===== src/assert_macros.svh =====
// Assertion macros shared by the RTL of the LRC time tag parser.
// No dependencies; files that assert include this header by its bare name.
`ifndef ASSERT_MACROS_SVH
`define ASSERT_MACROS_SVH

// A condition that must hold at every clock edge outside reset.
`define ASSERT_ALWAYS(label, clk, rstn, cond, msg) \
    label: assert property (@(posedge clk) disable iff (!(rstn)) (cond)) else $error(msg);

// A consequent that must hold in the same cycle as its antecedent.
`define ASSERT_SAME(label, clk, rstn, ante, cons, msg) \
    label: assert property (@(posedge clk) disable iff (!(rstn)) (ante) |-> (cons)) \
        else $error(msg);

// A consequent that must hold in the cycle after its antecedent.
`define ASSERT_NEXT(label, clk, rstn, ante, cons, msg) \
    label: assert property (@(posedge clk) disable iff (!(rstn)) (ante) |=> (cons)) \
        else $error(msg);

`endif


===== src/lrc_ttp_pkg.sv =====
// Types and constants for the LRC time tag parser.
// No dependencies; used by lrc_time_tag_parser_unit.
package lrc_ttp_pkg;

    typedef enum logic [2:0] {
        PH_IDLE       = 3'd0,
        PH_MIN        = 3'd1,
        PH_SEC        = 3'd2,
        PH_FRAC       = 3'd3,
        PH_TAIL_START = 3'd4,
        PH_TAIL       = 3'd5
    } phase_t;

    localparam int CHAR_W = 8;
    localparam int TIME_W = 26;
    localparam int MIN_W  = 10;
    localparam int SEC_W  = 7;
    localparam int FRAC_W = 10;
    localparam int CNT_W  = 2;

    localparam logic [CHAR_W-1:0] CH_OPEN  = 8'h5B;
    localparam logic [CHAR_W-1:0] CH_CLOSE = 8'h5D;
    localparam logic [CHAR_W-1:0] CH_COLON = 8'h3A;
    localparam logic [CHAR_W-1:0] CH_DOT   = 8'h2E;
    localparam logic [CHAR_W-1:0] CH_ZERO  = 8'h30;
    localparam logic [CHAR_W-1:0] CH_NINE  = 8'h39;

    localparam logic [TIME_W-1:0] MS_PER_MIN = 26'd60000;
    localparam logic [TIME_W-1:0] MS_PER_SEC = 26'd1000;
    localparam logic [TIME_W-1:0] TIME_MAX   = 26'd60039999;

    localparam logic [CNT_W-1:0] MIN_DIGITS_MAX  = 2'd3;
    localparam logic [CNT_W-1:0] SEC_DIGITS_MAX  = 2'd2;
    localparam logic [CNT_W-1:0] FRAC_DIGITS_MAX = 2'd3;

endpackage


===== src/lrc_time_tag_parser_unit.sv =====
// Top level of the LRC time tag parser: byte stream in, tag times in ms out.
// Depends on lrc_ttp_pkg and assert_macros.svh.
//
//   Channel | Ports      | Beat contents (lowest bit first)
//   --------+------------+------------------------------------------
//   input   | s_t*       | tdata[7:0] char_byte
//   result  | m_t*       | tdata[25:0] tag_time_ms, tdata[31:26] zero
//
// One byte per cycle is taken unless a ']' beat waits; a byte is parsed from the input
// register, and a ']' beat's tag time is then registered in the result register.
// The input register feeds the parser and the result register holds one time.
// A ']' beat waits in the input register while an earlier time is still unread;
// bytes that close no tag keep flowing while a result waits to be taken.
// Reset (aresetn low, synchronous) empties both registers and closes any tag.
`include "assert_macros.svh"

module lrc_time_tag_parser_unit (
    input  logic        aclk,
    input  logic        aresetn,
    input  logic        s_tvalid,
    output logic        s_tready,
    input  logic [7:0]  s_tdata,   // [7:0] char_byte
    output logic        m_tvalid,
    input  logic        m_tready,
    output logic [31:0] m_tdata    // [25:0] tag_time_ms, [31:26] zero
);
    import lrc_ttp_pkg::*;

    logic              in_valid_reg, in_valid_next;
    logic [CHAR_W-1:0] in_byte_reg;
    logic              out_valid_reg, out_valid_next;
    logic [TIME_W-1:0] out_time_reg, out_time_next;

    phase_t            phase_reg, phase_next;
    logic [MIN_W-1:0]  min_val_reg, min_val_next;
    logic [CNT_W-1:0]  min_cnt_reg, min_cnt_next;
    logic [SEC_W-1:0]  sec_val_reg, sec_val_next;
    logic [CNT_W-1:0]  sec_cnt_reg, sec_cnt_next;
    logic [FRAC_W-1:0] frac_val_reg, frac_val_next;
    logic [CNT_W-1:0]  frac_cnt_reg, frac_cnt_next;
    logic              sep_dot_reg, sep_dot_next;

    logic              is_digit;
    logic [3:0]        digit;
    logic              emit;
    logic              out_free;
    logic              proceed;
    logic [TIME_W-1:0] frac_ms;
    logic [TIME_W-1:0] tag_time;

    assign is_digit = (in_byte_reg >= CH_ZERO) && (in_byte_reg <= CH_NINE);
    assign digit    = is_digit ? in_byte_reg[3:0] : 4'd0;
    assign out_free = !out_valid_reg || m_tready;
    assign proceed  = in_valid_reg && (out_free || !emit);
    assign s_tready = !in_valid_reg || proceed;

    always_comb begin
        case (frac_cnt_reg)
            2'd1:    frac_ms = TIME_W'(frac_val_reg) * TIME_W'(100);
            2'd2:    frac_ms = TIME_W'(frac_val_reg) * TIME_W'(10);
            2'd3:    frac_ms = TIME_W'(frac_val_reg);
            default: frac_ms = '0;
        endcase
        tag_time = TIME_W'(min_val_reg) * MS_PER_MIN + TIME_W'(sec_val_reg) * MS_PER_SEC
                   + frac_ms;
    end

    always_comb begin
        phase_next    = PH_IDLE;
        min_val_next  = min_val_reg;
        min_cnt_next  = min_cnt_reg;
        sec_val_next  = sec_val_reg;
        sec_cnt_next  = sec_cnt_reg;
        frac_val_next = frac_val_reg;
        frac_cnt_next = frac_cnt_reg;
        sep_dot_next  = sep_dot_reg;
        emit          = 1'b0;

        if (in_byte_reg == CH_OPEN) begin
            phase_next = PH_MIN;
        end else begin
            case (phase_reg)
                PH_MIN: begin
                    if (is_digit && min_cnt_reg < MIN_DIGITS_MAX) begin
                        min_val_next = MIN_W'(min_val_reg * MIN_W'(10) + MIN_W'(digit));
                        min_cnt_next = min_cnt_reg + 2'd1;
                        phase_next   = PH_MIN;
                    end else if (in_byte_reg == CH_COLON && min_cnt_reg != 2'd0) begin
                        phase_next = PH_SEC;
                    end
                end
                PH_SEC: begin
                    if (is_digit && sec_cnt_reg < SEC_DIGITS_MAX) begin
                        sec_val_next = SEC_W'(sec_val_reg * SEC_W'(10) + SEC_W'(digit));
                        sec_cnt_next = sec_cnt_reg + 2'd1;
                        phase_next   = PH_SEC;
                    end else if (sec_cnt_reg != 2'd0) begin
                        if (in_byte_reg == CH_CLOSE) begin
                            emit = 1'b1;
                        end else if (in_byte_reg == CH_DOT) begin
                            sep_dot_next = 1'b1;
                            phase_next   = PH_FRAC;
                        end else if (in_byte_reg == CH_COLON) begin
                            sep_dot_next = 1'b0;
                            phase_next   = PH_FRAC;
                        end
                    end
                end
                PH_FRAC: begin
                    if (is_digit) begin
                        if (frac_cnt_reg < FRAC_DIGITS_MAX) begin
                            frac_val_next = FRAC_W'(frac_val_reg * FRAC_W'(10)
                                                    + FRAC_W'(digit));
                            frac_cnt_next = frac_cnt_reg + 2'd1;
                            phase_next    = PH_FRAC;
                        end else if (sep_dot_reg) begin
                            frac_val_next = '0;
                            frac_cnt_next = '0;
                            phase_next    = PH_TAIL;
                        end
                    end else if (frac_cnt_reg != 2'd0) begin
                        if (in_byte_reg == CH_CLOSE) begin
                            emit = 1'b1;
                        end else if (in_byte_reg == CH_DOT) begin
                            phase_next = PH_TAIL_START;
                        end
                    end
                end
                PH_TAIL_START: begin
                    if (is_digit) begin
                        phase_next = PH_TAIL;
                    end
                end
                PH_TAIL: begin
                    if (is_digit) begin
                        phase_next = PH_TAIL;
                    end else if (in_byte_reg == CH_CLOSE) begin
                        emit = 1'b1;
                    end
                end
                default: begin
                    phase_next = PH_IDLE;
                end
            endcase
        end

        // A new tag and a dropped tag both start from cleared fields.
        if (in_byte_reg == CH_OPEN || phase_next == PH_IDLE) begin
            min_val_next  = '0;
            min_cnt_next  = '0;
            sec_val_next  = '0;
            sec_cnt_next  = '0;
            frac_val_next = '0;
            frac_cnt_next = '0;
            sep_dot_next  = 1'b0;
        end
    end

    always_comb begin
        in_valid_next  = in_valid_reg;
        out_valid_next = out_valid_reg;
        out_time_next  = out_time_reg;
        if (s_tready) begin
            in_valid_next = s_tvalid;
        end
        if (out_valid_reg && m_tready) begin
            out_valid_next = 1'b0;
        end
        if (proceed && emit) begin
            out_valid_next = 1'b1;
            out_time_next  = tag_time;
        end
    end

    always_ff @(posedge aclk) begin
        if (!aresetn) begin
            in_valid_reg  <= 1'b0;
            out_valid_reg <= 1'b0;
            phase_reg     <= PH_IDLE;
            min_val_reg   <= '0;
            min_cnt_reg   <= '0;
            sec_val_reg   <= '0;
            sec_cnt_reg   <= '0;
            frac_val_reg  <= '0;
            frac_cnt_reg  <= '0;
            sep_dot_reg   <= 1'b0;
        end else begin
            in_valid_reg  <= in_valid_next;
            out_valid_reg <= out_valid_next;
            if (proceed) begin
                phase_reg    <= phase_next;
                min_val_reg  <= min_val_next;
                min_cnt_reg  <= min_cnt_next;
                sec_val_reg  <= sec_val_next;
                sec_cnt_reg  <= sec_cnt_next;
                frac_val_reg <= frac_val_next;
                frac_cnt_reg <= frac_cnt_next;
                sep_dot_reg  <= sep_dot_next;
            end
        end
    end

    always_ff @(posedge aclk) begin
        if (s_tready && s_tvalid) begin
            in_byte_reg <= s_tdata;
        end
        out_time_reg <= out_time_next;
    end

    assign m_tvalid = out_valid_reg;
    assign m_tdata  = {{(32 - TIME_W){1'b0}}, out_time_reg};

    `ASSERT_ALWAYS(a_time_range, aclk, aresetn, !out_valid_reg || out_time_reg <= TIME_MAX, "tag time out of range")
    `ASSERT_SAME(a_idle_clear, aclk, aresetn, phase_reg == PH_IDLE, min_cnt_reg == 2'd0 && sec_cnt_reg == 2'd0 && frac_cnt_reg == 2'd0, "idle parser holds tag fields")
    `ASSERT_SAME(a_sec_has_min, aclk, aresetn, phase_reg == PH_SEC || phase_reg == PH_FRAC, min_cnt_reg != 2'd0, "seconds reached without minute digits")
    `ASSERT_NEXT(a_in_held, aclk, aresetn, in_valid_reg && !proceed, in_valid_reg && $stable(in_byte_reg), "stalled byte lost")

endmodule

===== config.mk =====
export PLATFORM = sky130hd
export DESIGN_NAME = lrc_time_tag_parser_unit
export DESIGN_NICKNAME = d
export VERILOG_FILES = /design/src/lrc_ttp_pkg.sv /design/src/lrc_time_tag_parser_unit.sv
export VERILOG_INCLUDE_DIRS = /design/src /design/src/src
export SDC_FILE = /design/constraint.sdc
export NUM_CORES = 1
export LEC_CHECK = 0
export ABC_CLOCK_PERIOD_IN_PS = 8800
export BUFFER_PORTS_ARGS = -buffer_cell sky130_fd_sc_hd__clkbuf_2
export CAP_MARGIN = 10
export CORE_MARGIN = 5
export CORE_UTILIZATION = 64
export CTS_CLUSTER_DIAMETER = 120
export DETAILED_ROUTE_END_ITERATION = 10
export GPL_TIMING_DRIVEN = 0
export PLACE_DENSITY_LB_ADDON = 0.25
export SYNTH_ARGS = -nofsm -noshare
export SYNTH_HDL_FRONTEND = slang
export SYNTH_SLANG_ARGS = --single-unit

===== constraint.sdc =====
create_clock -name aclk -period 8.8 [get_ports aclk]
set_clock_uncertainty 0.15 [all_clocks]
set_input_delay 1.32 -clock aclk [delete_from_list [all_inputs] [get_ports aclk]]
set_output_delay 1.32 -clock aclk [all_outputs]
set_load 0.02 [all_outputs]

Word level (Yosys, flattened, before mapping). Cells that the tools add are included.

Input bits: 12. Output and inout bits: 34. Register bits: 73.

Add/sub/neg operators: 8. Order comparisons: 5. Reductions and logical operators: 34. Multipliers: 7. Equality and inequality tests: 15. Muxes and demuxes: 64.

Operator list (count): $mux W10 (10); $pmux W17 S3 (1); $mux W2 (21); $mux W7 (4); $add A26 B17 Y26 (1); $add A26 B26 Y26 (1); $mux W3 (8); $reduce_bool A2 Y1 (11); $mul A10 B11 Y21 const B (1); $add A10 B4 Y10 (2); $mul A10 B3 Y9 const B (2); $mux W1 (17); $eq A8 B6 Y1 const B (2); $eq A8 B7 Y1 const B (2); $mul A10 B5 Y15 const B (1); $mul A7 B7 Y14 const B (1); $mul A10 B3 Y13 const B (1); $pmux W3 S4 (1); $ge A8 B6 Y1 const B (1); $le A8 B6 Y1 const B (1); $logic_and A1 B1 Y1 (8); $reduce_and A4 Y1 (2); $add A7 B4 Y7 (1); $mul A7 B3 Y6 const B (1); other kinds (17) (32).

Depth between registers and ports, before layout. Gate-level depths: netlist of run 1.

Depth in word-level cells: 12. Gate-level depth with buffers: 24. Depth with buffers taken out: 24.

Worst setup path before layout of run 1. Ideal clock, no wire load.

Path type: reg2reg. From: register sec_val_reg[1]. To: register out_time_reg[21] (data pin). Path slack: 2.694 ns. Stages on the path, launching flop included: 24. Required time: 8.387 ns. Path buffers: 0. Clock period less this slack: 6.106 ns. Arrival: 5.693 ns. Cell sequence: dfxtp_1 > fa_1 > fa_1 > inv_1 > fa_1 > fa_1 > inv_1 > ha_1 > o21ai_0 > a21oi_1 > o21ai_0 > a21oi_1 > nand2b_1 > fa_1 > inv_1 > ha_1 > nand2_1 > nor4_1 > a2111oi_0 > nor3_1 > nand4_1 > nand4b_1 > nor2b_1 > xnor2_1.

Longest elaborated chain between the ends: 3.

RTL lines: start, declared (RTL line lrc_time_tag_parser_unit.sv:37) `logic [SEC_W-1:0] sec_val_reg, sec_val_next;`; start signal, assigned (RTL line lrc_time_tag_parser_unit.sv:194) `sec_val_reg <= sec_val_next;`; $mul A7 B7 Y14 (RTL line lrc_time_tag_parser_unit.sv:64) `tag_time = TIME_W'(min_val_reg) * MS_PER_MIN + TIME_W'(sec_val_reg) * MS_PER_SEC`; $add A26 B17 Y26 (RTL line lrc_time_tag_parser_unit.sv:64); $add A26 B26 Y26 (RTL line lrc_time_tag_parser_unit.sv:65) `+ frac_ms;`; net tag_time[21] (RTL line lrc_time_tag_parser_unit.sv:49) `logic [TIME_W-1:0] tag_time;`; end signal, assigned (RTL line lrc_time_tag_parser_unit.sv:207) `out_time_reg <= out_time_next;`; end, declared (RTL line lrc_time_tag_parser_unit.sv:32) `logic [TIME_W-1:0] out_time_reg, out_time_next;`.

The timed path passes the listed nets, and every way through them passes these cells. A chain may end at the register's enable or synchronous reset.

Final worst setup path of run 1. Ends and elaborated chain as after synthesis.

==> summary.txt, run 1 <==
Critical path
  • Most used cell, CP: fa_1
  • CP peak stage delay: 620 ps
  • CP required: between 8000 and 9000 ps
  • Crit-path slowest cell: dfxtp_1
  • Worst EP arrival: between 6000 and 7000 ps
  • Kind of critical path: register to register
  • Cell Chain, Critical Path: fa_1 > fa_1 > inv_1 > fa_1 > fa_1 > inv_1 > ha_1 > o21ai_0 > a21oi_1 > o21ai_0 > a21oi_1 > nand2b_1 > fa_1 > inv_1 > ha_1 > nand2_1 > nor4_1 > a2111oi_0 > nor3_1 > nand4_1 > nand4b_1 > nor2b_1 > xnor2_1
  • Critical path fanouts, max: 9
  • Critical Path End Type: register
  • Crit start category: register

Flow run
  • Maxcap violations: 0

Placement
  • Area after detailed placement: between 10,000 and 15,000 um2
  • DP Wirelength: about 16 mm
  • Setup WS pre-CTS: ~2100 ps
  • Routability cong.: ~0.85
  • Port Buf Inserts: 39

STA
  • Unrepaired setup endpoints after global routing: no
  • Final setup TNS: 0 ps
  • Final Slew Violations: 0
  • Maximum achievable frequency: 148 MHz
  • Finish-stage setup viols: 0
  • Slew Limit Headroom: between 40% and 50%
  • Final Hold Viols: 0
  • Period utilization: between 70% and 80%
  • Final min period: roughly 6800 ps
  • Final worst setup slack: slightly above 2000 ps
  • Worst-margin pin slew: 800 ps

Synth
  • Syn Inst Count: roughly 1,000
  • Top cells by area, synth: ha_1, fa_1, edfxtp_1, dfxtp_1, inv_1
  • Yosys Warn Count: 0
  • Sequential area share after synthesis: 18.3%
  • Syn Area/Cell: about 9.5 um2
  • Mapped Area: approximately 9800 um2
  • Distinct cells, synth: 83
  • Most frequent cell after synthesis: ha_1
  • Ys async rst share: 0%
  • Top_reg_cell synth: dfxtp_1
  • Synth area leader: ha_1
  • Post-synth EDFFs: 34
  • Yosys top cell area share: between 20% and 30%
  • Post-synth top cells: ha_1, inv_1, fa_1
  • Post-synthesis register bit count: 73

Floorplan
  • Initial core utilization: roughly 65%
  • Die area: about 18,000 um2
  • Ports: 46
  • Die X: approximately 130 um
  • Chip height: roughly 130 um
  • Row cnt: 45
  • Core Region: about 15,000 um2

Status
  • Status: complete, no violations

GRT
  • First-pass GRT wire length: between 30 and 40 mm
  • Pin count of the biggest net entering global routing: 15
  • Gr ovfl total: 0
  • Total GRT Usage: between 20% and 30%
  • Initial antenna violation count: 0
  • Vias in the first global route: 7,475

Clocking
  • CTS root buffer: clkbuf_16
  • Clock transition at path regs: about 60 ps
  • Hold-fix buffers, CTS: 0
  • CTS buffer count: 9
  • Longest Clk Path Bufs: 2
  • H-tree Lvls: 3
  • CTS tree: done
  • Post-CTS setup repair buffer count: 0
  • Clock Latency Late Sink: 340 ps
  • CTS resizes: 0
  • Clk sink count: between 70 and 80

Drt
  • Via/cell ratio: between 5 and 6
  • 1st-iter DRT viols: 367
  • DRC violations left: 0
  • Routed len/inst: 15.2 um
  • First-pass detailed-route iteration total: 7
  • Post-DRT Antenna Nets: 0
  • Total number of vias: 7,325
  • Routed wire length: between 15 and 20 mm

Pwr
  • Static leakage: ~5.6 nW
  • Total power density per cell area: ~75 nW/um2
  • Worst vdd ir: 0.0964 mV

Final layout
  • Fraction of final layout cells with drive strength greater than 1: between 9 and 10%
  • Diodes inserted: 0
  • Layout Nets: roughly 1,400
  • Core Util, Final: a little over two thirds
  • Max reg flops: 26
  • Design Area, Final: ~11,000 um2
  • Area delta synth->final: 8.09%

Hold path
  • Min-delay worst type: register to register
==> cell usage in the layout, fill, tap and decap left out, types with 7 or more instances in the layout <==
cell       instances
a211oi_1           8
a21o_1            20
clkbuf_2          39
buf_4              7
nor2_1            41
clkbuf_16          9
fa_1              73
ha_1             199
a22o_1            16
nor3b_1           10
nand2_1           46
inv_1            174
edfxtp_1          34
nand3_1           28
o21ai_0           35
dfxtp_1           39
and2_1            11
o21ai_1           11
xnor2_1           55
clkbuf_1          10
nand2b_1           7
xor2_1            24
a222oi_1           8
nor3_1            12
nor2b_1           12
a21oi_1           41
==> cell type report <==
cell class | instances | area [um2]
repair buffers | 41 | 218
plain buffers | 19 | 108
clock inverters | 6 | 90.1
clock buffers | 10 | 229
well taps | 188 | 235
multi-input cells | 773 | 7300
fillers | 1166 | 4510
flip-flops and latches | 73 | 1800
inverters | 175 | 657
==> power by group <==
group / internal [W] / switching, W
clock: 0.000249 / 0.000153
combinational: 0.0000123 / 0.0000165
sequential: 0.000357 / 0.00000564
==> layer usage <==
layer / GRT usage, % / wire length, um
met4: 7.20 / 422
met3: 3.15 / 661
met5: 0 / 0
met1: 28.1 / 8670
met2: 41.0 / 9730
==> final timing paths <==
| check | slack (ps) | depth (start not counted) | end | start |
|---|---|---|---|---|
| hold / removal | 360 | 2 | min_cnt_reg[0]$_SDFFE_PN0P_ | min_cnt_reg[0]$_SDFFE_PN0P_ |
| hold reg to reg | 360 | 2 | min_cnt_reg[0]$_SDFFE_PN0P_ | min_cnt_reg[0]$_SDFFE_PN0P_ |
| setup / recovery | 2040 | 23 | out_time_reg[21]$_DFFE_PP_ | sec_val_reg[1]$_SDFFE_PN0P_ |
| setup reg to reg | 2040 | 23 | out_time_reg[21]$_DFFE_PP_ | sec_val_reg[1]$_SDFFE_PN0P_ |
==> worst max-delay path, delay by kind of cell, from the launching register on <==
family,cells,cell delay [ps]
buffers and inverters,3,130
DFF,1,620
and+or+nand+nor,7,1580
AOI/OAI and AO/OA,5,770
adders and majority gates,7,3170
xor gates and xnor gates,1,70
==> logic make-up (layout without fill, tap and decap cells) <==
family,count (synthesis),in the layout,share of synthesized area [%]
AND/OR/NAND/NOR,220,220,12.6
adder cells (fa/ha/maj),272,272,40.2
other,1,6,0.0381
buffers and inverters,194,251,7.77
flip-flops,73,73,18.3
XOR/XNOR,80,80,7.20
AO/OA/AOI/OAI,194,194,13.8
multiplexers,1,1,0.102
==> metrics by stage <==
stage	cells	hold WS [ps]	total power (W)
finish	1285	358	0.000794
global route	1285	396	0.000819
CTS	1285	349	0.000798
detailed placement	1269	340	0.000399
global placement	1267	319	0.000398
floorplan	1040	296	0.000391
(Power assumes the default switching activity.)
==> inputs of run 2 (changes only) <==
- ABC_CLOCK_PERIOD_IN_PS: 8800 -> 6300
- clock period: 8.8 -> 6.3 ns (I/O delays scaled with it)
==> summary.txt, run 2 (synthesis results as in run 1) <==
Status
  • Status: complete, no violations

Placement
  • DP Wirelength: approximately 16 mm
  • Routability cong.: roughly 0.85
  • Area after detailed placement: a little over 10,000 um2
  • Port Buf Inserts: 39

Clocking
  • CTS buffer count: 9
  • CTS tree: done
  • Clock transition at path regs: roughly 60 ps
  • H-tree Lvls: 3
  • Longest Clk Path Bufs: 2
  • Clk sink count: 73
  • CTS root buffer: clkbuf_16
  • Clock Latency Late Sink: approximately 340 ps

Critical path
  • Worst Path Buf+Inv: 6
  • Crit start category: register
  • Worst r2r dst: out_time_reg[21]$_DFFE_PP_
  • R2R depth: 22
  • Cell Chain, Critical Path: inv_1 > ha_1 > fa_1 > fa_1 > inv_1 > fa_1 > inv_1 > fa_1 > inv_1 > ha_1 > nand3_1 > and2_1 > o21ai_0 > xnor2_1 > fa_1 > inv_1 > ha_2 > nand4_1 > nand4b_1 > buf_4 > nor2b_1 > xnor2_1
  • Critical Path End Type: register
  • Worst EP arrival: between 6000 and 7000 ps
  • Critical path fanouts, max: 9
  • Top delay family on crit path: adder cells
  • Crit-path slowest cell: fa_1
  • CP startpoint: min_val_reg[8]$_SDFFE_PN0P_
  • CP peak stage delay: 600 ps
  • Worst reg2reg setup slack: approximately 210 ps
  • Worst R2R Start: min_val_reg[8]$_SDFFE_PN0P_
  • Setup crit end: out_time_reg[21]$_DFFE_PP_
  • CP required: just over 6000 ps
  • Critical path depth: 22
  • Kind of critical path: register to register

Drt
  • Post-DRT Antenna Nets: 0
  • Routed len/inst: 15.3 um
  • Via/cell ratio: about 5.7
  • First-pass detailed-route iteration total: 6
  • Total number of vias: ~7,400
  • DRC violations left: 0
  • Routed wire length: ~20 mm
  • 1st-iter DRT viols: roughly 390

STA
  • Period utilization: a little over nine tenths
  • Unrepaired setup endpoints after global routing: yes
  • Final Slew Violations: 0
  • Final setup TNS: 0 ps
  • Slew Limit Headroom: 46.4%
  • Maximum achievable frequency: around 160 MHz
  • Worst-margin pin slew: approximately 800 ps
  • Finish-stage setup viols: 0
  • Final min period: roughly 6000 ps
  • Final Hold Viols: 0

Pwr
  • Static leakage: around 5.7 nW
  • Worst vdd ir: approximately 0.13 mV
  • Total power density per cell area: around 100 nW/um2

Flow run
  • Maxcap violations: 0

GRT
  • Vias in the first global route: about 7,500
  • Grt met1 use: 28.1%
  • Met2 Usage GRT: approximately 40%
  • Met3 Usage GRT: ~3.2%
  • Gr ovfl total: 0
  • Pin count of the biggest net entering global routing: 15
  • Initial antenna violation count: 0
  • Total GRT Usage: around 23%
  • GRT Max-Usage Layer: met2
  • First-pass GRT wire length: roughly 34 mm

Floorplan
  • Initial core utilization: between 60 and 70%
  • Die X: approximately 130 um
  • Core Region: ~15,000 um2
  • Ports: 46
  • Die area: 18,000 um2
  • Row cnt: 45
  • Chip height: between 100 and 150 um

Final layout
  • Max reg flops: 26
  • Design Area, Final: around 11,000 um2
  • Commonest non-fill, non-tap cell in the layout: ha_1
  • Diodes inserted: 0
  • Layout Nets: between 1,000 and 1,500
  • Fillers: 1,140
  • Area delta synth->final: 9.68%
  • Most frequent cells in the layout: ha_1, inv_1, fa_1
  • Fraction of final layout cells with drive strength greater than 1: roughly 11%

Hold path
  • Min-delay worst type: register to register
run 2: cell count changes in the layout (fill, tap and decap cells not counted), moves of 2 or more:
cell | previous run | this run
buf_4 | 7 | 13
dfxtp_1 | 39 | 34
a21oi_1 | 41 | 38
a21oi_2 | 1 | 4
dfxtp_4 | 0 | 3
ha_1 | 199 | 196
o21ai_0 | 35 | 32
dfxtp_2 | 0 | 2
ha_2 | 0 | 2
o21ai_2 | 1 | 3
run 2: layer usage:
metal / up-vias / wire length [um]
li1: 3701 / -
met1: 3503 / 8680
met2: 158 / 9870
met3: 45 / 692
met4: 0 / 487
met5: - / 0
run 2: how the worst min path moves through the flow:
stage / cells after the start / start / end / slack [ps]
finish: 2 / min_cnt_reg[0]$_SDFFE_PN0P_ / min_cnt_reg[0]$_SDFFE_PN0P_ / 360
global route: 1 / sec_cnt_reg[0]$_SDFFE_PN0P_ / sec_cnt_reg[0]$_SDFFE_PN0P_ / 400
CTS: 1 / sec_cnt_reg[0]$_SDFFE_PN0P_ / sec_cnt_reg[0]$_SDFFE_PN0P_ / 350
detailed placement: 1 / sec_cnt_reg[0]$_SDFFE_PN0P_ / sec_cnt_reg[0]$_SDFFE_PN0P_ / 340
global placement: 1 / sec_cnt_reg[0]$_SDFFE_PN0P_ / sec_cnt_reg[0]$_SDFFE_PN0P_ / 320
floorplan: 1 / sec_cnt_reg[0]$_SDFFE_PN0P_ / sec_cnt_reg[0]$_SDFFE_PN0P_ / 300
run 2: stage by stage:
stage          hold WS [ps]  util [%]  worst slack, ps  power [W]  instances
2_1_floorplan           296         -              194   0.000545       1040
3_3_place_gp            319      67.9             -420   0.000556       1267
3_5_place_dp            340      68.1             -423   0.000557       1269
4_1_cts                 349      70.4             6.27    0.00111       1287
5_1_grt                 396      71.2            -12.2    0.00114       1291
6_report                357      71.2              205    0.00111       1291
run 2: worst min-delay path, delay by kind of cell, from the launching register on:
| family | cells | cell delay [ps] |
|---|---|---|
| flops | 1 | 340 |
| simple gates | 1 | 60 |
| compound gates | 1 | 60 |
run 2: repair_timing:
action | CTS | global route
gates resized for setup | 8 | 20
hold buffers | 0 | 0
setup buffers | 2 | 4
gates cloned | 0 | 0
setup endpoints to repair | 9 | 11
endpoints found under the hold margin | 0 | 0
pin swaps | 1 | 6
run 2: layout make-up:
cell class,instances,area (um2),share of cell area (%)
clock buffers,10,229,2.12
flip-flops and latches,73,1820,16.8
repair buffers,47,263,2.44
clock inverters,6,90.1,0.835
plain buffers,19,108,0.997
inverters,175,657,6.09
well taps,188,235,2.18
multi-input cells,773,7390,68.5
run 2: power by group:
part / leakage [nW] / switching (W) / internal [W]
Combinational: 4.86 / 0.0000231 / 0.0000172
Clock: 0.153 / 0.000213 / 0.000348
Sequential: 0.680 / 0.00000789 / 0.000498
Total: 5.69 / 0.000244 / 0.000863
==> inputs of run 3 (changes only) <==
- CORE_UTILIZATION: 64 -> 45
- SETUP_SLACK_MARGIN: not set -> 0.3
==> summary.txt, run 3 (synthesis results as in run 1) <==
Placement
  • Setup WS pre-CTS: -388 ps
  • Port Buf Inserts: 39
  • Routability cong.: about 0.83
  • Area after detailed placement: about 10,000 um2
  • DP Wirelength: about 17 mm

Critical path
  • Critical path fanouts, max: 6
  • Worst Path Buf+Inv: 5
  • CP required: 6240 ps
  • CP peak stage delay: 590 ps
  • R2R depth: 23
  • Critical Path End Type: register
  • Kind of critical path: register to register
  • Cell Chain, Critical Path: fa_2 > fa_1 > inv_2 > fa_1 > fa_1 > inv_2 > ha_4 > o21ai_2 > buf_4 > nand3_1 > nand2b_1 > fa_1 > inv_1 > ha_2 > nor4_4 > nor4_4 > a2111oi_2 > nor3_2 > nand4_1 > nand4b_1 > buf_4 > nand3_2 > xor2_1
  • Critical path depth: 23
  • Top delay family on crit path: adder cells
  • Most used cell, CP: fa_1
  • Crit-path slowest cell: fa_2
  • Worst EP arrival: about 5700 ps
  • Crit start category: register

Clocking
  • CTS root buffer: clkbuf_16
  • CTS tree: done
  • CTS buffer count: 9
  • Longest Clk Path Bufs: 2
  • H-tree Lvls: 3
  • Clock transition at path regs: about 60 ps
  • Clock Latency Late Sink: around 350 ps
  • Hold-fix buffers, CTS: 0
  • Clk sink count: 73

Final layout
  • Max reg flops: 26
  • Diodes inserted: 0
  • Design Area, Final: 11,200 um2
  • Layout Nets: 1,395
  • Commonest non-fill, non-tap cell in the layout: ha_1
  • Area delta synth->final: 13.4%
  • Area of the multi-input gates: ~7500 um2
  • Fillers: approximately 2,000
  • FF+latch area: around 1800 um2
  • Fraction of final layout cells with drive strength greater than 1: between 10% and 20%
  • Most frequent cells in the layout: ha_1, inv_1, fa_1

Pwr
  • Static leakage: 5.73 nW
  • Worst vdd ir: 0.117 mV
  • Total power density per cell area: between 90 and 100 nW/um2

GRT
  • Total GRT Usage: approximately 17%
  • Initial antenna violation count: 0
  • First-pass GRT wire length: roughly 35 mm
  • Gr ovfl total: 0
  • Pin count of the biggest net entering global routing: 15
  • Vias in the first global route: 7,466

Floorplan
  • Initial core utilization: a little under half
  • Ports: between 40 and 50
  • Core Region: roughly 22,000 um2
  • Die area: 24,900 um2
  • Row cnt: between 50 and 60
  • Chip height: ~160 um
  • Die X: approximately 160 um

Drt
  • Post-DRT Antenna Nets: 0
  • Total number of vias: ~7,300
  • Via/cell ratio: approximately 5.2
  • Routed wire length: just over 20 mm
  • 1st-iter DRT viols: around 300
  • First-pass detailed-route iteration total: 4
  • DRC violations left: 0
  • Routed len/inst: approximately 15 um

STA
  • Worst-margin pin slew: approximately 800 ps
  • Final Hold Viols: 0
  • Final worst setup slack: 501 ps
  • Final min period: approximately 5800 ps
  • Finish-stage setup viols: 0
  • Period utilization: just over 90%
  • Slew Limit Headroom: between 40% and 50%
  • Maximum achievable frequency: around 170 MHz
  • Unrepaired setup endpoints after global routing: yes
  • Final Slew Violations: 0

Hold path
  • Worst Hold Depth: 1
  • Min-delay worst type: register to register

Status
  • Status: complete, no violations

Flow run
  • Maxcap violations: 0
-- run 3: changes by cell type in the layout (fill, tap and decap cells not counted), sizes merged --
cell / before / now
buf: 18 / 31
bufinv: 2 / 0
clkinv: 2 / 3
clkinvlp: 1 / 0
inv: 176 / 178
-- run 3: where the power goes --
group	internal [W]	switching (W)
Sequential	0.000496	0.00000794
Clock	0.000295	0.000222
Combinational	0.0000172	0.0000232
Total	0.000809	0.000253
-- run 3: worst paths after layout --
kind | slack, ps | endpoint | from
min | 340 | sec_cnt_reg[0]$_SDFFE_PN0P_ | sec_cnt_reg[0]$_SDFFE_PN0P_
max reg2reg | 500 | out_time_reg[23]$_DFFE_PP_ | sec_val_reg[1]$_SDFFE_PN0P_
min reg2reg | 340 | sec_cnt_reg[0]$_SDFFE_PN0P_ | sec_cnt_reg[0]$_SDFFE_PN0P_
max | 500 | out_time_reg[23]$_DFFE_PP_ | sec_val_reg[1]$_SDFFE_PN0P_
-- run 3: layout make-up --
class | instances | area share (%)
Clock buffer | 10 | 2.24
Clock inverter | 6 | 0.426
Tap cell | 280 | 3.14
Sequential cell | 73 | 16.4
Timing Repair Buffer | 60 | 3.26
Buffer | 19 | 0.964
Multi-Input combinational cell | 773 | 67.7
Inverter | 175 | 5.89
-- run 3: what timing repair did --
| action | 4_1_cts | 5_1_grt |
|---|---|---|
| buffers inserted | 11 | 8 |
| endpoints found under the setup margin | 11 | 10 |
| pin swaps | 16 | 22 |
| gates resized for setup | 29 | 42 |
-- run 3: worst register-to-register path: stages (launching register included) --
cell	delay, ps
dfxtp_4	370
fa_2	590
fa_1	420
inv_2	70
fa_1	420
fa_1	500
inv_2	50
ha_4	260
o21ai_2	60
buf_4	130
nand3_1	80
nand2b_1	70
fa_1	480
inv_1	40
ha_2	230
nor4_4	340
nor4_4	90
a2111oi_2	400
nor3_2	100
nand4_1	110
nand4b_1	240
buf_4	230
nand3_2	50
xor2_1	60
-- run 3: per-stage QoR --
| stage | hold slack, ps | power, W | utilization [%] | cells | TNS [ps] |
|---|---|---|---|---|---|
| after floorplan | 296 | 0.000545 | - | 1040 | 0 |
| after global placement | 318 | 0.000557 | 48.0 | 1359 | -1440 |
| after detailed placement | 329 | 0.000557 | 48.1 | 1361 | -1830 |
| after CTS | 338 | 0.00108 | 50.3 | 1388 | 0 |
| after global routing | 373 | 0.00110 | 51.4 | 1396 | 0 |
| final | 341 | 0.00106 | 51.4 | 1396 | 0 |
-- run 3: per-layer routing --
layer	share of wire (%)	global-route usage [%]	up-vias
met4	1.3	3.40	0
li1	-	-	3726
met3	2.8	2.71	24
met5	0	0	-
met1	47	22.2	3486
met2	49	29.8	87
